## config.mk

```make
export PLATFORM = sky130hd
export DESIGN_NAME = ogdi_ctrl
export DESIGN_NICKNAME = d
export VERILOG_FILES = /design/src/ogdi_pkg.sv /design/src/ogdi_ctrl.sv
export SDC_FILE = /design/constraint.sdc
export NUM_CORES = 1
export LEC_CHECK = 0
export ABC_AREA = 1
export BUFFER_PORTS_ARGS = -buffer_cell sky130_fd_sc_hd__buf_2
export CORE_AREA = 5 5 42 44
export DETAILED_ROUTE_END_ITERATION = 8
export DIE_AREA = 0 0 47 49
export GPL_ROUTABILITY_DRIVEN = 0
export PLACE_DENSITY = 0.62
export SYNTH_ARGS = -nofsm -noshare
export SYNTH_HDL_FRONTEND = slang
export SYNTH_SLANG_ARGS = --single-unit
```

## constraint.sdc

```tcl
create_clock -name clk -period 2.3 [get_ports clk]
set_input_delay 0.345 -clock clk [delete_from_list [all_inputs] [get_ports clk]]
set_output_delay 0.345 -clock clk [all_outputs]
set_load 0.02 [all_outputs]
```

## src/ogdi_pkg.sv

```systemverilog
// Shared types and constants for the occupancy grid disk inflation block.
package ogdi_pkg;

    localparam int MAX_WIDTH_DEF  = 1024;
    localparam int MAX_HEIGHT_DEF = 1024;
    localparam int MAX_RADIUS_DEF = 8;

    localparam int CFG_IW = 2;
    localparam int CFG_DW = 11;

    localparam logic [CFG_IW-1:0] CFG_GRID_WIDTH   = 2'd0;
    localparam logic [CFG_IW-1:0] CFG_GRID_HEIGHT  = 2'd1;
    localparam logic [CFG_IW-1:0] CFG_RADIUS_CELLS = 2'd2;

    localparam logic [10:0] WIDTH_RST  = 11'd1024;
    localparam logic [10:0] HEIGHT_RST = 11'd1024;
    localparam logic [3:0]  RADIUS_RST = 4'd0;

    localparam logic OP_CELL  = 1'b0;
    localparam logic OP_DRAIN = 1'b1;

    typedef enum logic [2:0] {
        ST_IDLE,
        ST_MUL_ROW,
        ST_MUL_THR,
        ST_CMP,
        ST_CENTER,
        ST_SCAN,
        ST_FLUSH,
        ST_OUT
    } ogdi_state_t;

    typedef struct packed {
        logic take;
        logic mul_row;
        logic mul_thr;
        logic advance_in;
        logic center;
        logic scan;
        logic emit;
    } ogdi_cmd_t;

    typedef struct packed {
        logic op;
        logic all_in;
        logic ge;
        logic scan_end;
        logic out_free;
    } ogdi_status_t;

endpackage

```

## src/ogdi_ctrl.sv

```systemverilog
// Sequencer for cell intake, lag test, disk scan and result hand-off.
module ogdi_ctrl
(
    input  logic                  clk,
    input  logic                  rst_n,
    input  logic                  s_tvalid,
    output logic                  s_tready,
    input  ogdi_pkg::ogdi_status_t sts,
    output ogdi_pkg::ogdi_cmd_t    cmd
);

    ogdi_pkg::ogdi_state_t state_reg;
    ogdi_pkg::ogdi_state_t state_next;

    always_ff @(posedge clk or negedge rst_n)
    begin
        if (!rst_n)
        begin
            state_reg <= ogdi_pkg::ST_IDLE;
        end
        else
        begin
            state_reg <= state_next;
        end
    end

    always_comb
    begin
        state_next = state_reg;
        cmd        = '0;
        s_tready   = 1'b0;
        case (state_reg)
            ogdi_pkg::ST_IDLE:
            begin
                s_tready = 1'b1;
                if (s_tvalid)
                begin
                    cmd.take = 1'b1;
                    if (sts.all_in)
                    begin
                        if (sts.op == ogdi_pkg::OP_DRAIN)
                        begin
                            state_next = ogdi_pkg::ST_CENTER;
                        end
                    end
                    else if (sts.op == ogdi_pkg::OP_CELL)
                    begin
                        state_next = ogdi_pkg::ST_MUL_ROW;
                    end
                end
            end
            ogdi_pkg::ST_MUL_ROW:
            begin
                cmd.mul_row = 1'b1;
                state_next  = ogdi_pkg::ST_MUL_THR;
            end
            ogdi_pkg::ST_MUL_THR:
            begin
                cmd.mul_thr = 1'b1;
                state_next  = ogdi_pkg::ST_CMP;
            end
            ogdi_pkg::ST_CMP:
            begin
                if (sts.ge)
                begin
                    state_next = ogdi_pkg::ST_CENTER;
                end
                else
                begin
                    cmd.advance_in = 1'b1;
                    state_next     = ogdi_pkg::ST_IDLE;
                end
            end
            ogdi_pkg::ST_CENTER:
            begin
                cmd.center = 1'b1;
                state_next = ogdi_pkg::ST_SCAN;
            end
            ogdi_pkg::ST_SCAN:
            begin
                cmd.scan = 1'b1;
                if (sts.scan_end)
                begin
                    state_next = ogdi_pkg::ST_FLUSH;
                end
            end
            ogdi_pkg::ST_FLUSH:
            begin
                state_next = ogdi_pkg::ST_OUT;
            end
            ogdi_pkg::ST_OUT:
            begin
                if (sts.out_free)
                begin
                    cmd.emit   = 1'b1;
                    state_next = ogdi_pkg::ST_IDLE;
                end
            end
            default:
            begin
                state_next = ogdi_pkg::ST_IDLE;
            end
        endcase
    end

endmodule

```

==> flow_summary.yaml <==
status:
  outcome: "finished, final reports clean"
grt:
  grtUsageTotal_pct: 7.68
  grt_pass1_vias: 395
  antenna_found_initial: 0
  grt_max_degree: 9
  grt_pass1_wl_mm: 1.36
  grt-ovfl-total: 0
power:
  powerDensity_mw_per_mm2: 1390
  power.leakage_nw: 0.317
  total_power_w: 0.000683
  ir_worst_vdd_mv: 0.558
cells_and_area:
  multi_input_area_sq_um: 234
  antenna_cells: 0
  fin_nets: 89
  final_cell_mix: "buf_2 (15), nand2_1 (14), inv_1 (11)"
  fillers: 172
  layout_commonest_cell: "buf_2"
  largest_reg_flops: 3
  areaGrowthSynthToFinish_pct: 32.2
  layout-drive-gt1-share_pct: 36.8
  ff_latch_area_sq_um: 75.1
place:
  io_buffers: 15
  dp_slack_ns: 0.904
  dp_hpwl_microns: 674
synthesis:
  syn_avg_cell_area_sq_um: 6.54
  synth_cells: 57
  yosysWarnings: 0
  syn_nets: 69
  synth_seq_area_share_pct: 20.1
  syn-cell-area_sq_um: 373
  ys_seq_elements: 3
  synthDistinctLibCells: 17
setup_path:
  reg2reg_from: "state_reg[1]"
  startpoint: "state_reg[0]"
  max_stage_delay_ns: 0.40
  critPathKind: "flip-flop to output port"
  path_cells: "inv_1 > ha_1 > inv_1 > nor2_2 > buf_2"
  critPathSlowestCell: "dfrtp_1"
  crit_top_cell: "inv_1"
  cp.required_ns: 1.96
  crit_path_max_fanout: 4
  arrival_ns: 1.28
  startpoint_type: "flip-flop"
  end_kind: "output port"
sta:
  setup_viol: 0
  setup_ws_ns: 0.679
  relSlewSlack_pct: 75.0
  finClkSkew_ns: 0.00161
  finalSetupTns_ns: 0
  whs_ns: 0.439
  tightest_slew_ns: 0.375
  fmax_mhz: 617
  drv_slew: 0
  finalHoldViolCount: 0
  min_period_ns: 1.62
  fin_crit_sh_pct: 70.5
  rsz0062_at_grt: "false"
floorplan:
  rows: 14
  ioPinCount: 16
  dieArea_sq_mm: 0.00230
  die_h_microns: 49
  initial_core_util_pct: 26.6
  core_area_sq_mm: 0.00140
  die_width_microns: 47
worst_hold_path:
  min_path_type: "input pin to asynchronous set/reset pin"
clocking:
  cts-htree-levels: 1
  cts_setup_buffers: 0
  clk_pin_slew_ns: 0.04
  clock_path_buffers: 2
  cts_tree: "built"
  root_buffer: "clkbuf_4"
  ctsResizeCount: 0
  clock_latency_ns: 0.23
  cts.sinks: 3
  cts_made_buffers: 3
routing:
  finalWirelength_microns: 778
  drt-pass1-iter-count: 4
  drc: 0
  vias: 382
  drtAntennaViolNets: 0
  drtIter0Drc: 5
  wl_per_cell_microns: 8.46
  vias_per_cell: 4.15
flow_run:
  cap_violations: 0
==> logic make-up after synthesis <==
logic type / share of synthesized area, %
simple gates: 43.6
buf+inv: 17.1
flops: 20.1
compound gates: 5.70
fa+ha+maj: 13.4
==> synthesized netlist by cell type <==
library cell  instances  area, sq um
ha_1                  4         50.1
nor3_1                1         5.00
nand2_1              14         52.6
nand2_4               1         11.3
buf_6                 1         11.3
nor2_4                1         11.3
nor2_1                6         22.5
nand2_2               2         12.5
a21oi_1               1         5.00
dfrtp_1               3         75.1
inv_1                11         41.3
nor2_2                1         6.26
nand3_1               5         25.0
o21ai_4               1         16.3
nand3_2               1         10.0
and3_1                1         6.26
inv_2                 3         11.3
==> metal layers <==
layer	routed length, microns	track usage (%)	up-vias
met4	11	4.15	0
met3	63	1.85	2
li1	-	-	206
met1	327	9.47	164
met2	375	11.8	10
met5	0	0	-
==> repair_timing <==
action	CTS	global route
hold endpoints to repair	3	0
hold buffers	1	0
setup endpoints to repair	0	0
==> final cells by class <==
type / count / share of cell area, %
Tap cell: 16 / 4.06
Inverter: 14 / 10.7
Clock buffer: 4 / 5.33
Multi-Input combinational cell: 39 / 47.5
Timing Repair Buffer: 16 / 17.3
Sequential cell: 3 / 15.2
==> per-stage QoR <==
stage	std cells	util [%]	instance area [sq um]
6_report	92	35.2	493
3_3_place_gp	87	32.6	457
3_5_place_dp	87	32.6	457
5_1_grt	92	35.2	493
2_1_floorplan	57	-	373
4_1_cts	92	35.2	493
==> worst max-delay path, delay by kind of cell, from the launching register on <==
| family | cells | cell delay [ns] |
|---|---|---|
| adder cells (fa/ha/maj) | 1 | 0.20 |
| buffers and inverters | 3 | 0.33 |
| AND/OR/NAND/NOR | 1 | 0.11 |
| flip-flops | 1 | 0.40 |
==> power breakdown <==
group	total, W	switching [W]	internal, W
registers	0.000133	0.0000494	0.0000839
clock network	0.0000905	0.0000256	0.0000649
logic	0.000459	0.000284	0.000175
==> worst paths after layout <==
check	depth (start not counted)	to	slack [ns]
max in group asynchronous	2	state_reg[0]	1.76
max	5	s_tready	0.68
min	2	state_reg[2]	0.44
min in group clk	4	state_reg[2]	0.46
max reg2reg	7	state_reg[0]	1.01
min reg2reg	2	state_reg[1]	0.53
Power figures use the tool's default switching activity.
